<file path="config.mk">
export PLATFORM = sky130hd
export DESIGN_NAME = log_text_utf8_normalizer_flat
export DESIGN_NICKNAME = d
export VERILOG_FILES = /design/src/hw/rtl/ltn_pkg.sv /design/src/hw/rtl/ltn_channels.sv /design/src/hw/rtl/ltn_ram.sv /design/src/hw/rtl/ltn_cmd_fifo.sv /design/src/hw/rtl/ltn_front.sv /design/src/hw/rtl/ltn_back.sv /design/src/hw/rtl/log_text_utf8_normalizer.sv /design/src/flat_wrapper.sv
export VERILOG_INCLUDE_DIRS = /design/src /design/src/hw/rtl
export SDC_FILE = /design/constraint.sdc
export NUM_CORES = 1
export LEC_CHECK = 0
export BUFFER_PORTS_ARGS = -buffer_cell sky130_fd_sc_hd__buf_2
export CORE_MARGIN = 2
export CORE_UTILIZATION = 25
export CTS_CLUSTER_DIAMETER = 60
export CTS_CLUSTER_SIZE = 30
export DETAILED_ROUTE_END_ITERATION = 8
export HOLD_SLACK_MARGIN = 0.02
export PLACE_DENSITY = 0.45
export SETUP_SLACK_MARGIN = 0.05
export SYNTH_ARGS = -nofsm -noshare
export SYNTH_HDL_FRONTEND = slang
export SYNTH_SLANG_ARGS = --single-unit
</file>
<file path="constraint.sdc">
create_clock -name clk -period 8.69 [get_ports clk]
set_input_delay 1.738 -clock clk [delete_from_list [all_inputs] [get_ports clk]]
set_output_delay 1.738 -clock clk [all_outputs]
set_load 0.01 [all_outputs]
</file>
<file path="src/hw/rtl/log_text_utf8_normalizer_defines.svh">
// assertion helpers for the log text normaliser
`ifndef LOG_TEXT_UTF8_NORMALIZER_DEFINES_SVH
`define LOG_TEXT_UTF8_NORMALIZER_DEFINES_SVH

// same-cycle implication, off while in reset
`define LTN_ASSERT_NOW(label, clk, rst_n, ante, cons) \
    label: assert property (@(posedge clk) disable iff (!rst_n) (ante) |-> (cons)) \
        else $error("ltn assertion failed");

// next-cycle implication, off while in reset
`define LTN_ASSERT_NEXT(label, clk, rst_n, ante, cons) \
    label: assert property (@(posedge clk) disable iff (!rst_n) (ante) |=> (cons)) \
        else $error("ltn assertion failed");

`endif

</file>
<file path="src/hw/rtl/ltn_pkg.sv">
package ltn_pkg;

    localparam int WS_DEPTH   = 32;
    localparam int BCNT_W     = $clog2(WS_DEPTH + 1);
    localparam int BIDX_W     = (WS_DEPTH > 1) ? $clog2(WS_DEPTH) : 1;
    localparam int CMDQ_DEPTH = 4;
    localparam int CMDQ_AW    = (CMDQ_DEPTH > 1) ? $clog2(CMDQ_DEPTH) : 1;
    localparam int CMDQ_CW    = $clog2(CMDQ_DEPTH + 1);

    localparam logic [7:0] CH_LF    = 8'h0A;
    localparam logic [7:0] CH_CR    = 8'h0D;
    localparam logic [7:0] CH_SP    = 8'h20;
    localparam logic [7:0] CH_TAB   = 8'h09;
    localparam logic [7:0] LEAD_MIN = 8'hC2;
    localparam logic [7:0] LEAD_3B  = 8'hE0;
    localparam logic [7:0] LEAD_4B  = 8'hF0;

    localparam logic [1:0] BM_NONE  = 2'd0;
    localparam logic [1:0] BM_RAW   = 2'd1;
    localparam logic [1:0] BM_LATIN = 2'd2;

    // everything one item asks of the back end, in emission order
    typedef struct packed {
        logic [1:0]        held_cnt;
        logic              held_latin;
        logic [2:0][7:0]   held;
        logic              nl_pre;
        logic [BCNT_W-1:0] blank_cnt;
        logic [1:0]        byte_mode;
        logic [7:0]        data;
        logic              nl_end;
        logic              bare;
        logic              msg_end;
        logic              ovf;
        logic              wr_en;
        logic [BIDX_W-1:0] wr_idx;
        logic              wr_tab;
    } cmd_t;

    function automatic logic [7:0] latin_hi(input logic [7:0] b);
        return {6'b110000, b[7:6]};
    endfunction

    function automatic logic [7:0] latin_lo(input logic [7:0] b);
        return {2'b10, b[5:0]};
    endfunction

endpackage

</file>
<file path="src/hw/rtl/ltn_channels.sv">
interface ltn_raw_if;
    logic       valid;
    logic       ready;
    logic [7:0] data_byte;
    logic       byte_present;
    logic       end_of_message;

    modport source (output valid, output data_byte, output byte_present,
                    output end_of_message, input ready);
    modport sink (input valid, input data_byte, input byte_present,
                  input end_of_message, output ready);
endinterface

interface ltn_norm_if;
    logic       valid;
    logic       ready;
    logic [7:0] out_byte;
    logic       out_valid;
    logic       run_last;
    logic       message_done;
    logic       ws_overflow;

    modport source (output valid, output out_byte, output out_valid, output run_last,
                    output message_done, output ws_overflow, input ready);
    modport sink (input valid, input out_byte, input out_valid, input run_last,
                  input message_done, input ws_overflow, output ready);
endinterface

</file>
<file path="src/hw/rtl/ltn_ram.sv">
module ltn_ram #(
    parameter int WIDTH = 8,
    parameter int DEPTH = 32,
    localparam int AW = (DEPTH > 1) ? $clog2(DEPTH) : 1
) (
    input  logic             clk,
    input  logic             we,
    input  logic [AW-1:0]    waddr,
    input  logic [WIDTH-1:0] wdata,
    input  logic [AW-1:0]    raddr,
    output logic [WIDTH-1:0] rdata
);

    logic [WIDTH-1:0] mem [DEPTH];

    always_ff @(posedge clk)
    begin
        if (we)
        begin
            mem[waddr] <= wdata;
        end
        rdata <= mem[raddr];
    end

endmodule

</file>
<file path="src/hw/rtl/ltn_cmd_fifo.sv">
module ltn_cmd_fifo (
    input  logic          clk,
    input  logic          rst_n,
    input  logic          push,
    input  ltn_pkg::cmd_t push_cmd,
    output logic          full,
    input  logic          pop,
    output logic          empty,
    output ltn_pkg::cmd_t head
);

    ltn_pkg::cmd_t                     entries_reg [ltn_pkg::CMDQ_DEPTH];
    logic [ltn_pkg::CMDQ_AW-1:0]       wr_ptr_reg, wr_ptr_next;
    logic [ltn_pkg::CMDQ_AW-1:0]       rd_ptr_reg, rd_ptr_next;
    logic [ltn_pkg::CMDQ_CW-1:0]       cnt_reg, cnt_next;
    logic                              do_push, do_pop;

    assign full    = (cnt_reg == ltn_pkg::CMDQ_CW'(ltn_pkg::CMDQ_DEPTH));
    assign empty   = (cnt_reg == '0);
    assign head    = entries_reg[rd_ptr_reg];
    assign do_push = push && !full;
    assign do_pop  = pop && !empty;

    always_comb
    begin
        wr_ptr_next = wr_ptr_reg;
        rd_ptr_next = rd_ptr_reg;
        cnt_next    = cnt_reg;
        if (do_push)
        begin
            wr_ptr_next = (wr_ptr_reg == ltn_pkg::CMDQ_AW'(ltn_pkg::CMDQ_DEPTH - 1)) ?
                          '0 : wr_ptr_reg + ltn_pkg::CMDQ_AW'(1);
        end
        if (do_pop)
        begin
            rd_ptr_next = (rd_ptr_reg == ltn_pkg::CMDQ_AW'(ltn_pkg::CMDQ_DEPTH - 1)) ?
                          '0 : rd_ptr_reg + ltn_pkg::CMDQ_AW'(1);
        end
        if (do_push && !do_pop)
        begin
            cnt_next = cnt_reg + ltn_pkg::CMDQ_CW'(1);
        end
        else if (do_pop && !do_push)
        begin
            cnt_next = cnt_reg - ltn_pkg::CMDQ_CW'(1);
        end
    end

    always_ff @(posedge clk or negedge rst_n)
    begin
        if (!rst_n)
        begin
            wr_ptr_reg <= '0;
            rd_ptr_reg <= '0;
            cnt_reg    <= '0;
        end
        else
        begin
            wr_ptr_reg <= wr_ptr_next;
            rd_ptr_reg <= rd_ptr_next;
            cnt_reg    <= cnt_next;
        end
    end

    always_ff @(posedge clk)
    begin
        if (do_push)
        begin
            entries_reg[wr_ptr_reg] <= push_cmd;
        end
    end

endmodule

</file>
<file path="src/hw/rtl/ltn_front.sv">
module ltn_front (
    input  logic           clk,
    input  logic           rst_n,
    ltn_raw_if.sink        raw,
    input  logic           q_full,
    output logic           push,
    output ltn_pkg::cmd_t  cmd
);

    logic [ltn_pkg::BCNT_W-1:0] bcnt_reg, bcnt_next;
    logic [2:0][7:0]            sb_reg, sb_next;
    logic [1:0]                 sh_reg, sh_next;
    logic [1:0]                 sn_reg, sn_next;
    logic                       lht_reg, lht_next;
    logic                       bls_reg, bls_next;
    logic                       ae_reg, ae_next;
    logic                       acr_reg, acr_next;
    logic                       ovf_reg, ovf_next;
    logic                       accept;
    logic                       started;
    logic [7:0]                 b;
    ltn_pkg::cmd_t              c;

    assign raw.ready = !q_full;
    assign accept    = raw.valid && !q_full;
    assign cmd       = c;

    always_comb
    begin
        c         = '0;
        bcnt_next = bcnt_reg;
        sb_next   = sb_reg;
        sh_next   = sh_reg;
        sn_next   = sn_reg;
        lht_next  = lht_reg;
        bls_next  = bls_reg;
        ae_next   = ae_reg;
        acr_next  = acr_reg;
        ovf_next  = ovf_reg;
        started   = 1'b0;
        b         = raw.data_byte;
        c.data    = b;
        c.held    = sb_reg;

        if (raw.byte_present)
        begin
            if (b == ltn_pkg::CH_LF && acr_reg)
            begin
                // LF of a CR LF pair
                acr_next = 1'b0;
            end
            else
            begin
                acr_next = (b == ltn_pkg::CH_CR);
                if (b == ltn_pkg::CH_LF || b == ltn_pkg::CH_CR)
                begin
                    if (sh_reg != 2'd0)
                    begin
                        c.held_cnt   = sh_reg;
                        c.held_latin = 1'b1;
                        ae_next      = 1'b1;
                    end
                    sh_next = 2'd0;
                    sn_next = 2'd0;
                    if (lht_reg)
                    begin
                        c.nl_pre = 1'b1;
                        ae_next  = 1'b1;
                    end
                    else
                    begin
                        bls_next = 1'b1;
                    end
                    bcnt_next = '0;
                    lht_next  = 1'b0;
                end
                else if (b == ltn_pkg::CH_SP || b == ltn_pkg::CH_TAB)
                begin
                    if (sh_reg != 2'd0)
                    begin
                        c.held_cnt   = sh_reg;
                        c.held_latin = 1'b1;
                        ae_next      = 1'b1;
                    end
                    sh_next = 2'd0;
                    sn_next = 2'd0;
                    if (bcnt_reg < ltn_pkg::BCNT_W'(ltn_pkg::WS_DEPTH))
                    begin
                        c.wr_en   = 1'b1;
                        c.wr_idx  = bcnt_reg[ltn_pkg::BIDX_W-1:0];
                        c.wr_tab  = (b == ltn_pkg::CH_TAB);
                        bcnt_next = bcnt_reg + ltn_pkg::BCNT_W'(1);
                    end
                    else
                    begin
                        ovf_next = 1'b1;
                    end
                end
                else if (sh_reg != 2'd0 && b[7:6] == 2'b10)
                begin
                    if (sh_reg >= sn_reg)
                    begin
                        // sequence complete, pass it through
                        c.held_cnt   = sh_reg;
                        c.held_latin = 1'b0;
                        c.byte_mode  = ltn_pkg::BM_RAW;
                        ae_next      = 1'b1;
                        sh_next      = 2'd0;
                        sn_next      = 2'd0;
                    end
                    else
                    begin
                        case (sh_reg)
                            2'd1:    sb_next[1] = b;
                            2'd2:    sb_next[2] = b;
                            default: sb_next[0] = b;
                        endcase
                        sh_next = sh_reg + 2'd1;
                    end
                end
                else
                begin
                    if (sh_reg != 2'd0)
                    begin
                        c.held_cnt   = sh_reg;
                        c.held_latin = 1'b1;
                        ae_next      = 1'b1;
                    end
                    sh_next = 2'd0;
                    sn_next = 2'd0;
                    if (!lht_reg)
                    begin
                        if (bls_reg && ae_next)
                        begin
                            c.nl_pre = 1'b1;
                        end
                        bls_next = 1'b0;
                        lht_next = 1'b1;
                    end
                    c.blank_cnt = bcnt_reg;
                    if (bcnt_reg != '0)
                    begin
                        ae_next = 1'b1;
                    end
                    bcnt_next = '0;
                    if (!b[7])
                    begin
                        c.byte_mode = ltn_pkg::BM_RAW;
                        ae_next     = 1'b1;
                    end
                    else if (b >= ltn_pkg::LEAD_MIN && b <= ltn_pkg::LEAD_4B)
                    begin
                        sb_next[0] = b;
                        sh_next    = 2'd1;
                        sn_next    = (b < ltn_pkg::LEAD_3B) ? 2'd1 :
                                     (b < ltn_pkg::LEAD_4B) ? 2'd2 : 2'd3;
                        started    = 1'b1;
                    end
                    else
                    begin
                        c.byte_mode = ltn_pkg::BM_LATIN;
                        ae_next     = 1'b1;
                    end
                end
            end
        end

        if (raw.end_of_message)
        begin
            // an unfinished sequence leaves as latin-1 before nl_end
            if (sh_next != 2'd0)
            begin
                if (started)
                begin
                    c.byte_mode = ltn_pkg::BM_LATIN;
                end
                else
                begin
                    c.held_cnt   = sh_next;
                    c.held_latin = 1'b1;
                    c.held       = sb_next;
                end
            end
            c.nl_end = lht_next;
            c.bare   = !(c.held_cnt != 2'd0 || c.nl_pre || c.blank_cnt != '0 ||
                         c.byte_mode != ltn_pkg::BM_NONE || c.nl_end);
        end
        c.msg_end = raw.end_of_message;
        c.ovf     = ovf_next;

        push = accept && (c.held_cnt != 2'd0 || c.nl_pre || c.blank_cnt != '0 ||
                          c.byte_mode != ltn_pkg::BM_NONE || c.nl_end || c.bare ||
                          c.wr_en);
    end

    always_ff @(posedge clk or negedge rst_n)
    begin
        if (!rst_n)
        begin
            bcnt_reg <= '0;
            sh_reg   <= 2'd0;
            sn_reg   <= 2'd0;
            lht_reg  <= 1'b0;
            bls_reg  <= 1'b0;
            ae_reg   <= 1'b0;
            acr_reg  <= 1'b0;
            ovf_reg  <= 1'b0;
        end
        else if (accept)
        begin
            if (raw.end_of_message)
            begin
                bcnt_reg <= '0;
                sh_reg   <= 2'd0;
                sn_reg   <= 2'd0;
                lht_reg  <= 1'b0;
                bls_reg  <= 1'b0;
                ae_reg   <= 1'b0;
                acr_reg  <= 1'b0;
                ovf_reg  <= 1'b0;
            end
            else
            begin
                bcnt_reg <= bcnt_next;
                sh_reg   <= sh_next;
                sn_reg   <= sn_next;
                lht_reg  <= lht_next;
                bls_reg  <= bls_next;
                ae_reg   <= ae_next;
                acr_reg  <= acr_next;
                ovf_reg  <= ovf_next;
            end
        end
    end

    always_ff @(posedge clk)
    begin
        if (accept)
        begin
            sb_reg <= sb_next;
        end
    end

endmodule

</file>
<file path="src/hw/rtl/ltn_back.sv">
`include "log_text_utf8_normalizer_defines.svh"

module ltn_back (
    input  logic          clk,
    input  logic          rst_n,
    input  logic          q_empty,
    input  ltn_pkg::cmd_t q_head,
    output logic          pop,
    ltn_norm_if.source    norm
);

    localparam logic [2:0] ST_IDLE  = 3'd0;
    localparam logic [2:0] ST_HELD  = 3'd1;
    localparam logic [2:0] ST_NLPRE = 3'd2;
    localparam logic [2:0] ST_RD    = 3'd3;
    localparam logic [2:0] ST_BLANK = 3'd4;
    localparam logic [2:0] ST_BYTE  = 3'd5;
    localparam logic [2:0] ST_NLEND = 3'd6;
    localparam logic [2:0] ST_BARE  = 3'd7;

    // earliest phase at or after 'from' that has something to send
    function automatic logic [2:0] first_phase(input ltn_pkg::cmd_t c, input logic [3:0] from);
        logic [2:0] p;
        p = ST_IDLE;
        if ({1'b0, ST_BARE} >= from && c.bare)
            p = ST_BARE;
        if ({1'b0, ST_NLEND} >= from && c.nl_end)
            p = ST_NLEND;
        if ({1'b0, ST_BYTE} >= from && c.byte_mode != ltn_pkg::BM_NONE)
            p = ST_BYTE;
        if ({1'b0, ST_RD} >= from && c.blank_cnt != '0)
            p = ST_RD;
        if ({1'b0, ST_NLPRE} >= from && c.nl_pre)
            p = ST_NLPRE;
        if ({1'b0, ST_HELD} >= from && c.held_cnt != 2'd0)
            p = ST_HELD;
        return p;
    endfunction

    logic [2:0]                 state_reg;
    ltn_pkg::cmd_t              cmd_reg;
    logic [1:0]                 k_reg;
    logic                       half_reg;
    logic [ltn_pkg::BCNT_W-1:0] idx_reg;
    logic [ltn_pkg::BCNT_W-1:0] idx_inc;
    logic                       ovld_reg;
    logic [7:0]                 obyte_reg;
    logic                       oval_reg, olast_reg, odone_reg, oovf_reg;

    logic                       emit_ok, produce, emit;
    logic                       phase_done, unit_done, is_last;
    logic [7:0]                 res_byte, held_b;
    logic                       res_val;
    logic [2:0]                 next_after;
    logic [ltn_pkg::BIDX_W-1:0] raddr;
    logic                       rdata;

    ltn_ram #(.WIDTH(1), .DEPTH(ltn_pkg::WS_DEPTH)) u_blank_ram (
        .clk   (clk),
        .we    (pop && q_head.wr_en),
        .waddr (q_head.wr_idx),
        .wdata (q_head.wr_tab),
        .raddr (raddr),
        .rdata (rdata)
    );

    assign norm.valid        = ovld_reg;
    assign norm.out_byte     = obyte_reg;
    assign norm.out_valid    = oval_reg;
    assign norm.run_last     = olast_reg;
    assign norm.message_done = odone_reg;
    assign norm.ws_overflow  = oovf_reg;

    assign idx_inc = idx_reg + ltn_pkg::BCNT_W'(1);

    always_comb
    begin
        emit_ok    = !ovld_reg || norm.ready;
        pop        = 1'b0;
        produce    = 1'b0;
        res_byte   = 8'h00;
        res_val    = 1'b1;
        phase_done = 1'b0;
        unit_done  = 1'b1;
        case (k_reg)
            2'd1:    held_b = cmd_reg.held[1];
            2'd2:    held_b = cmd_reg.held[2];
            default: held_b = cmd_reg.held[0];
        endcase

        case (state_reg)
            ST_IDLE:
            begin
                pop = !q_empty;
            end
            ST_HELD:
            begin
                produce = 1'b1;
                if (cmd_reg.held_latin)
                begin
                    res_byte  = half_reg ? ltn_pkg::latin_lo(held_b) : ltn_pkg::latin_hi(held_b);
                    unit_done = half_reg;
                end
                else
                begin
                    res_byte = held_b;
                end
                phase_done = unit_done && (k_reg == cmd_reg.held_cnt - 2'd1);
            end
            ST_NLPRE:
            begin
                produce    = 1'b1;
                res_byte   = ltn_pkg::CH_LF;
                phase_done = 1'b1;
            end
            ST_RD:
            begin
                produce = 1'b0;
            end
            ST_BLANK:
            begin
                produce    = 1'b1;
                res_byte   = rdata ? ltn_pkg::CH_TAB : ltn_pkg::CH_SP;
                phase_done = (idx_inc == cmd_reg.blank_cnt);
            end
            ST_BYTE:
            begin
                produce = 1'b1;
                if (cmd_reg.byte_mode == ltn_pkg::BM_LATIN)
                begin
                    res_byte   = half_reg ? ltn_pkg::latin_lo(cmd_reg.data) :
                                            ltn_pkg::latin_hi(cmd_reg.data);
                    phase_done = half_reg;
                end
                else
                begin
                    res_byte   = cmd_reg.data;
                    phase_done = 1'b1;
                end
            end
            ST_NLEND:
            begin
                produce    = 1'b1;
                res_byte   = ltn_pkg::CH_LF;
                phase_done = 1'b1;
            end
            ST_BARE:
            begin
                produce    = 1'b1;
                res_val    = 1'b0;
                phase_done = 1'b1;
            end
            default:
            begin
                produce = 1'b0;
            end
        endcase

        emit       = produce && emit_ok;
        next_after = first_phase(cmd_reg, {1'b0, state_reg} + 4'd1);
        is_last    = phase_done && (next_after == ST_IDLE);
        // read one ahead: one blank per cycle unless stalled
        raddr      = (state_reg == ST_BLANK && emit) ? idx_inc[ltn_pkg::BIDX_W-1:0] :
                                                       idx_reg[ltn_pkg::BIDX_W-1:0];
    end

    always_ff @(posedge clk or negedge rst_n)
    begin
        if (!rst_n)
        begin
            state_reg <= ST_IDLE;
            k_reg     <= 2'd0;
            half_reg  <= 1'b0;
            idx_reg   <= '0;
            ovld_reg  <= 1'b0;
        end
        else
        begin
            if (pop)
            begin
                state_reg <= first_phase(q_head, {1'b0, ST_HELD});
                k_reg     <= 2'd0;
                half_reg  <= 1'b0;
                idx_reg   <= '0;
            end
            else if (state_reg == ST_RD)
            begin
                state_reg <= ST_BLANK;
            end
            else if (emit)
            begin
                if (phase_done)
                begin
                    state_reg <= next_after;
                    k_reg     <= 2'd0;
                    half_reg  <= 1'b0;
                    idx_reg   <= '0;
                end
                else if (state_reg == ST_HELD)
                begin
                    if (unit_done)
                    begin
                        k_reg    <= k_reg + 2'd1;
                        half_reg <= 1'b0;
                    end
                    else
                    begin
                        half_reg <= 1'b1;
                    end
                end
                else if (state_reg == ST_BLANK)
                begin
                    idx_reg <= idx_inc;
                end
                else
                begin
                    half_reg <= 1'b1;
                end
            end

            if (emit)
            begin
                ovld_reg <= 1'b1;
            end
            else if (norm.ready)
            begin
                ovld_reg <= 1'b0;
            end
        end
    end

    always_ff @(posedge clk)
    begin
        if (pop)
        begin
            cmd_reg <= q_head;
        end
        if (emit)
        begin
            obyte_reg <= res_byte;
            oval_reg  <= res_val;
            olast_reg <= is_last;
            odone_reg <= is_last && cmd_reg.msg_end;
            oovf_reg  <= cmd_reg.ovf;
        end
    end

    `LTN_ASSERT_NOW(a_bare_closes_msg, clk, rst_n, ovld_reg && !oval_reg, olast_reg && odone_reg)
    `LTN_ASSERT_NOW(a_done_is_last, clk, rst_n, ovld_reg && odone_reg, olast_reg)
    `LTN_ASSERT_NEXT(a_read_then_blank, clk, rst_n, state_reg == ST_RD, state_reg == ST_BLANK)
    `LTN_ASSERT_NOW(a_blank_in_range, clk, rst_n, state_reg == ST_BLANK, idx_reg < cmd_reg.blank_cnt)

endmodule

</file>
<file path="src/hw/rtl/log_text_utf8_normalizer.sv">
// log text normaliser: raw message bytes in, normalised utf-8 bytes out
// raw channel: one item per input byte (byte_present) and/or message end
// (end_of_message); an end-only item carries no byte
// norm channel: one item per emitted byte; run_last marks the last item an
// input item caused, message_done the last of a message, and a bare end
// marker (out_valid low) appears when a message end causes nothing else
// ws_overflow is the sticky run-full flag as it stood after the input item
// the front end classifies each byte and pushes a command into a four-entry
// queue; the back end takes a command into a command register and expands it
// into output items, one per cycle while the receiver is ready, with a read
// of the blank store before a run of released blanks; items leave through
// the output register, and no new command is picked up until the last item
// of the current one has been emitted
// held blanks sit in a two-port store, written when their command is popped
// reset clears all control state; the blank store needs no clearing pass
// a stalled receiver holds the output register; the queue keeps taking
// input until it is full, then raw.ready drops
module log_text_utf8_normalizer (
    input  logic       clk,
    input  logic       rst_n,
    ltn_raw_if.sink    raw,
    ltn_norm_if.source norm
);

    ltn_pkg::cmd_t front_cmd;
    ltn_pkg::cmd_t q_head;
    logic          front_push;
    logic          q_full;
    logic          q_empty;
    logic          back_pop;

    ltn_front u_front (
        .clk    (clk),
        .rst_n  (rst_n),
        .raw    (raw),
        .q_full (q_full),
        .push   (front_push),
        .cmd    (front_cmd)
    );

    ltn_cmd_fifo u_cmd_fifo (
        .clk      (clk),
        .rst_n    (rst_n),
        .push     (front_push),
        .push_cmd (front_cmd),
        .full     (q_full),
        .pop      (back_pop),
        .empty    (q_empty),
        .head     (q_head)
    );

    ltn_back u_back (
        .clk     (clk),
        .rst_n   (rst_n),
        .q_empty (q_empty),
        .q_head  (q_head),
        .pop     (back_pop),
        .norm    (norm)
    );

endmodule
</file>
<file path="src/flat_wrapper.sv">
// flat-port wrapper written by rule: the top's interface ports become plain ports
module log_text_utf8_normalizer_flat 
  (clk, rst_n, raw_valid, raw_data_byte, raw_byte_present, raw_end_of_message, raw_ready, norm_valid, norm_out_byte, norm_out_valid, norm_run_last, norm_message_done, norm_ws_overflow, norm_ready);
  ltn_raw_if raw_i ();
  ltn_norm_if norm_i ();
  input  logic clk;
  input  logic rst_n;
  input wire logic [$bits(raw_i.valid)-1:0] raw_valid;
  input wire logic [$bits(raw_i.data_byte)-1:0] raw_data_byte;
  input wire logic [$bits(raw_i.byte_present)-1:0] raw_byte_present;
  input wire logic [$bits(raw_i.end_of_message)-1:0] raw_end_of_message;
  output wire logic [$bits(raw_i.ready)-1:0] raw_ready;
  output wire logic [$bits(norm_i.valid)-1:0] norm_valid;
  output wire logic [$bits(norm_i.out_byte)-1:0] norm_out_byte;
  output wire logic [$bits(norm_i.out_valid)-1:0] norm_out_valid;
  output wire logic [$bits(norm_i.run_last)-1:0] norm_run_last;
  output wire logic [$bits(norm_i.message_done)-1:0] norm_message_done;
  output wire logic [$bits(norm_i.ws_overflow)-1:0] norm_ws_overflow;
  input wire logic [$bits(norm_i.ready)-1:0] norm_ready;
  assign raw_i.valid = raw_valid;
  assign raw_i.data_byte = raw_data_byte;
  assign raw_i.byte_present = raw_byte_present;
  assign raw_i.end_of_message = raw_end_of_message;
  assign raw_ready = raw_i.ready;
  assign norm_valid = norm_i.valid;
  assign norm_out_byte = norm_i.out_byte;
  assign norm_out_valid = norm_i.out_valid;
  assign norm_run_last = norm_i.run_last;
  assign norm_message_done = norm_i.message_done;
  assign norm_ws_overflow = norm_i.ws_overflow;
  assign norm_i.ready = norm_ready;
  log_text_utf8_normalizer u_core (.clk(clk), .rst_n(rst_n), .raw(raw_i), .norm(norm_i));
endmodule
</file>
* Word level (Yosys, flattened, before mapping)
Memories as Yosys holds them, arrays and structs flattened. A register that Yosys moved wholly into a read port is not among the register bits.
Cells that the tools add are included.
** Word-level totals
- Register bits :: 119
- Latch bits :: 0
- RAM bits :: 252
- Bits in read-only memories :: 0
- Input port bits :: 14
- Output and inout bits :: 14
- Logic and storage cells :: 354
- Memories kept :: 2
** Cells by class
- $add $sub $neg :: 10
- Multipliers :: 0
- Div/mod/pow operators :: 0
- Order comparisons :: 12
- Equal/unequal tests :: 33
- Shifts and indexed selects :: 0
- Mux-type cells :: 181
- Bitwise gates (word level) :: 0
- Reduce and logical (&&, ||, !) cells :: 79
** Memories
- u_core.u_cmd_fifo.entries_reg :: words 4, width 55, read ports 1, clocked after memory_dff 0, wr ports 1, RTL line ltn_cmd_fifo.sv:12 : ltn_pkg::cmd_t entries_reg [ltn_pkg::CMDQ_DEPTH];
- u_core.u_back.u_blank_ram.mem :: words 32, width 1, read ports 1, clocked after memory_dff 1, wr ports 1, RTL line ltn_ram.sv:14 : logic [WIDTH-1:0] mem [DEPTH];
** Operator list (number)
- two-way mux 24 bit :: 5
- two-way mux 27 bit :: 4
- two-way mux 6 bit :: 14
- two-way mux 1 bit :: 75
- two-way mux 3 bit :: 25
- two-way mux 8 bit :: 9
- two-way mux 2 bit :: 33
- two-way mux 7 bit :: 8
- one-hot mux 8 bit (4 select lines) :: 1
- nonzero test 2 bit :: 14
- two-way mux 9 bit :: 3
- == test 8 x 4 -> 1 bit (second input constant) :: 3
- nonzero test 6 bit :: 4
- logical AND 1 bit :: 22
- < comparator 8 bit (second input constant) :: 2
- two-way mux 16 bit :: 1
- one-hot mux 8 bit (2 select lines) :: 1
- == test 3 bit (second input constant) :: 5
- nonzero test 3 bit :: 5
- logical OR 1 bit :: 13
- adder 6 x 1 -> 6 bit (second input constant) :: 2
- == test 2 bit (second input constant) :: 6
- greater-or-equal comparator 3 x 4 -> 1 bit (first input constant) :: 3
- != test 3 bit (second input constant) :: 4
- 34 further kinds :: 53

* Logic depth before layout (Yosys ltp)
- Depth in word-level cells :: 32
- Mapped depth :: 15
- Depth with buffers taken out :: 14

* Modules after synthesis
A second synthesis with hierarchy kept.
** Unflattened totals
- Cells, all modules :: 1018
- Area, all modules :: 16338.2 um^2
** By module, submodules not included
- ltn_cmd_fifo :: instances 1, cells an instance 324, area an instance 8380.5 um^2, seq. area each 6781.5 um^2
- ltn_back :: instances 1, cells an instance 288, area an instance 3468.3 um^2, seq. area each 2127.0 um^2
- ltn_front :: instances 1, cells an instance 286, area an instance 2971.6 um^2, seq. area each 1096.1 um^2
- ltn_ram :: instances 1, cells an instance 120, area an instance 1517.7 um^2, seq. area each 980.9 um^2

* Least setup slack after synthesis
Ideal clock, no wire load.
- Path type :: input-to-reg
- Start :: input raw_data_byte[2]
- End :: memory u_core.u_cmd_fifo.entries_reg[0][0] in the netlist's numbering (enable)
- Library setup time :: 0.418 ns
- Arrival :: 5.213 ns
- Data required time :: 8.272 ns
- Slack :: 3.058 ns
- Cell stages on the path :: 9
- Path buffers :: 2
- Path through :: buf_6 > or4_1 > o22a_1 > and2_4 > buf_6 > a2111o_1 > o311a_1 > a31oi_4 > and2_1
** Between the ends
- Word-level cells in the longest chain between the ends :: 25
- Elaborated cells on any way between the ends :: 74
- Those cells by class :: order compare (2); eq/ne (4); mux (45); reduce/logical (23)
** RTL lines
- from (decl) :: RTL line flat_wrapper.sv:9 : input wire logic [$bits(raw_i.data_byte)-1:0] raw_data_byte;
- greater-or-equal comparator 8 bit or less-or-equal comparator 8 bit (tied branches) :: RTL line ltn_front.sv:151 : else if (b >= ltn_pkg::LEAD_MIN && b <= ltn_pkg::LEAD_4B)
- logical AND 1 bit :: RTL line ltn_front.sv:151
- two-way mux 1 bit :: RTL line ltn_front.sv:151
- two-way mux 1 bit :: RTL line ltn_front.sv:146 : if (!b[7])
- two-way mux 2 bit or two-way mux 1 bit (tied branches) :: RTL line ltn_front.sv:99 : else if (sh_reg != 2'd0 && b[7:6] == 2'b10)
- two-way mux 2 bit or two-way mux 1 bit (tied branches) :: RTL line ltn_front.sv:77 : else if (b == ltn_pkg::CH_SP || b == ltn_pkg::CH_TAB)
- two-way mux 2 bit or two-way mux 1 bit (tied branches) :: RTL line ltn_front.sv:55 : if (b == ltn_pkg::CH_LF || b == ltn_pkg::CH_CR)
- two-way mux 2 bit or two-way mux 1 bit (tied branches) :: RTL line ltn_front.sv:47 : if (b == ltn_pkg::CH_LF && acr_reg)
- [... 10 more ...]
- two-way mux 2 bit :: RTL line ltn_front.sv:168 : if (raw.end_of_message)
- logical OR 1 bit :: RTL line ltn_front.sv:192 : c.byte_mode != ltn_pkg::BM_NONE || c.nl_end || c.bare ||
- logical OR 1 bit * :: RTL line ltn_front.sv:192
- logical AND 1 bit * :: RTL line ltn_front.sv:191 : push = accept && (c.held_cnt != 2'd0 || c.nl_pre || c.blank_cnt != '0 ||
- logical AND 1 bit * :: RTL line ltn_cmd_fifo.sv:21 : assign do_push = push && !full;
- via u_core.u_cmd_fifo.do_push :: RTL line ltn_cmd_fifo.sv:16 : logic do_push, do_pop;
- two-way mux 1 bit * :: RTL line ltn_cmd_fifo.sv:67 : if (do_push)
- two-way mux 1 bit (implied by the code) * :: RTL line ltn_cmd_fifo.sv:69 : entries_reg[wr_ptr_reg] <= push_cmd;
- to (decl) :: RTL line ltn_cmd_fifo.sv:12
The timed path passes the listed nets; every way through them passes the cells marked *. The select of a mux whose other input is x is not followed.

* Final worst setup path
- Start :: input raw_data_byte[6]
- End :: memory u_core.u_cmd_fifo.entries_reg[1][13] in the netlist's numbering (enable)
Same word-level chain as after synthesis.

==> impl_metrics.yaml <==
die:
  start_util_pct: 25.3
  core_area_um2: 63100
  die_h_um: 257
  die_x_um: 257
  pin_count: 28
  rows: 92
  die_area_um2: 65800
synthesis:
  syn_inst: 976
  netlist.area_leader.share_pct: 63.3
  ys.flop_type: "edfxtp_1"
  syn_area_um2: 15900
  async_reset_ff_share_pct: 9.41
  yosys-top-cells-count: "336 x edfxtp_1, 75 x nor2_1, 65 x mux4_2"
  synth_seq_cells: 372
  avgSynthCellArea_um2: 16.3
  ys_types: 72
  synth_nets: 1016
  yosys.cell_count.top_type: "edfxtp_1"
  ys_seq_area_share_pct: 68.9
  synthTopCellsByArea: "edfxtp_1 63%, mux4_2 9.2%, dfrtp_1 5.5%"
  yosysTopAreaCell: "edfxtp_1"
  synth_edf_count: 336
  ys_warn_count: 0
pwr:
  ir_drop_mv: 0.159
  leakagePower_nw: 5.95
  power_density_nw_per_um2: 312
finish:
  final_area_um2: 18300
  n_fill_cell: 6342
  area_growth_pct: 14.5
  utilization_pct: 28.9
  fin_cells: 1881
  fin_nets: 1049
  largest_reg_flops: 220
  drive_gt1_share_pct: 21.5
placed_design:
  dp.final_hpwl_mm: 23.1
  placed_area_um2: 17100
  port_buffers: 27
  place_congestion: 0.765
  placed_cells: 1822
clock_network:
  postCtsSetupBuffers: 0
  cts.clk_slew.worst_paths_ps: 80
  cts_buffers: 31
  htree_levels: 1
  clk_latency_ps: 620
  cts-root-buf: "clkbuf_16"
  cts_buffer_depth: 3
  numClockSinks: 372
  cts_hold_buf: 0
  cts-resized-gates: 0
  tritoncts: "yes"
hold_path:
  min_from: "u_core.u_back.cmd_reg[7]$_DFFE_PP_"
  holdPathEnd: "u_core.u_back.norm.ws_overflow$_DFFE_PP_"
  holdPathStages: 0
  hp-class: "reg2reg"
critical_path:
  r2r-end: "u_core.u_cmd_fifo.entries_reg[1][13]$_DFFE_PP_"
  worst_setup_path_end_kind: "register"
  worstPathRequired_ps: 8980
  cp-start-kind: "input pin"
  cp_max_fo: 34
  rr_worst_depth: 10
  path_class: "in2reg"
  critPathSlowestCell: "and2_2"
  r2r_slack_ps: 3550
  crit_path_cell_trace: "buf_2, or4b_1, a21oi_1, a2111oi_0, a2111o_1, o311a_1, a31oi_4, and2_2, buf_4"
  arrival_ps: 5780
  crit_path_max_incr_delay_ps: 870
  r2r_start: "u_core.u_front.sh_reg[0]$_DFFE_PN0P_"
route:
  avgRoutedWirePerCell_um: 18.6
  avgViaCountPerCell: 4.47
  wl_met1_mm: 17.9
  routed_wl_mm: 34.9
  drc_errors: 0
  vias: 8408
  met2_length_mm: 14.8
  dr.first_iter.drc_count: 445
  first_pass_iters: 5
  wl_met3_mm: 1.47
  detail-route-antenna-nets: 0
  topRoutingLayerUsed: "met5"
timing:
  tns_ps: 0
  rsz0062_at_grt: "no"
  holdWs_ps: 421
  timing.final.crit_period_ps: 5490
  finalSetupViolations: 0
  clock_skew_ps: 44.7
  hold_viol: 0
  relSlewSlack_pct: 25.6
  slew_violations: 0
  min_period_over_period_pct: 63.2
  worstMarginPinSlew_ps: 1120
  fmaxAchievable_mhz: 182
global_route:
  grt_pass1_vias: 8417
  grt_pass1_wl_mm: 53.5
  overflow: 0
  grt_util_all_layers_pct: 10.5
  grt_antenna_before_repair: 6
  grt_max_degree: 58
outcome:
  outcome: "complete, no violations"
run:
  cap_violations: 0
## cell families after synthesis
family          Yosys count  share of synthesized area, %
buf+inv                  66                          1.71
flops                   372                          68.9
fa+ha+maj                26                          2.09
simple gates            247                          7.83
compound gates          137                          6.04
xor+xnor                 15                         0.824
mux                     113                          12.6
## how the worst max path moves through the flow
| stage | start | endpoint | slack (ps) |
|---|---|---|---|
| 6_report | raw_data_byte[6] | u_core.u_cmd_fifo.entries_reg[1][13]$_DFFE_PP_ | 3200 |
| 3_5_place_dp | raw_data_byte[6] | u_core.u_cmd_fifo.entries_reg[1][39]$_DFFE_PP_ | 2560 |
| 3_3_place_gp | raw_data_byte[6] | u_core.u_cmd_fifo.entries_reg[1][39]$_DFFE_PP_ | 2650 |
| 2_1_floorplan | raw_data_byte[2] | u_core.u_cmd_fifo.entries_reg[0][0]$_DFFE_PP_ | 3060 |
| 4_1_cts | raw_data_byte[6] | u_core.u_cmd_fifo.entries_reg[1][13]$_DFFE_PP_ | 3210 |
| 5_1_grt | raw_data_byte[6] | u_core.u_cmd_fifo.entries_reg[0][13]$_DFFE_PP_ | 3010 |
## cell usage in the layout (no fill, tap or decap), types with 9 or more instances in the layout
| cell | netlist | layout |
|---|---|---|
| inv_1 | 30 | 29 |
| o21ai_0 | 32 | 32 |
| ha_1 | 25 | 25 |
| mux2_2 | 41 | 41 |
| xnor2_1 | 10 | 9 |
| buf_2 | 8 | 27 |
| dfrtp_1 | 35 | 33 |
| nor2_1 | 75 | 75 |
| mux4_2 | 65 | 65 |
| nand2b_1 | 14 | 14 |
| nor3_1 | 11 | 11 |
| nand2_1 | 51 | 51 |
| nand3_1 | 17 | 17 |
| edfxtp_1 | 336 | 336 |
| nor4_1 | 9 | 9 |
| clkbuf_16 | 0 | 31 |
| and2_1 | 24 | 20 |
| a21oi_1 | 24 | 24 |
| a22oi_1 | 11 | 11 |
## metrics by stage
step	setup WS, ps	power (mW)
global route	3010	6.02
floorplan	3060	3.70
finish	3200	5.70
CTS	3210	5.78
global placement	2650	4.22
detailed placement	2560	4.23
## worst max-delay path, delay by kind of cell
family          cells  cell delay, ps
compound gates      5            1960
simple gates        2            1390
buf+inv             2             650
## power breakdown
group,leakage [nW],switching (mW),internal (mW)
Clock,0.566,0.801,0.738
Sequential,3.55,0.162,2.45
Combinational,1.84,0.938,0.613
## metal layers
metal  GRT usage (%)  vias to the layer above
met5               0                        -
met4            2.96                       12
met3            1.90                       55
met2            15.1                      141
met1            16.1                     4289
li1                -                     3911
## area by class of cell
type                            count  area, µm²  share of cell area [%]
Multi-Input combinational cell    538       4690                    25.7
Clock buffer                       31        776                    4.25
Tap cell                          846       1060                    5.80
Inverter                           31        116                   0.638
Clock inverter                     27        418                    2.29
Timing Repair Buffer               35        195                    1.07
Antenna cell                        1       2.50                  0.0137
Sequential cell                   372      11000                    60.2
Note: power is estimated with default switching activity, not from simulation.
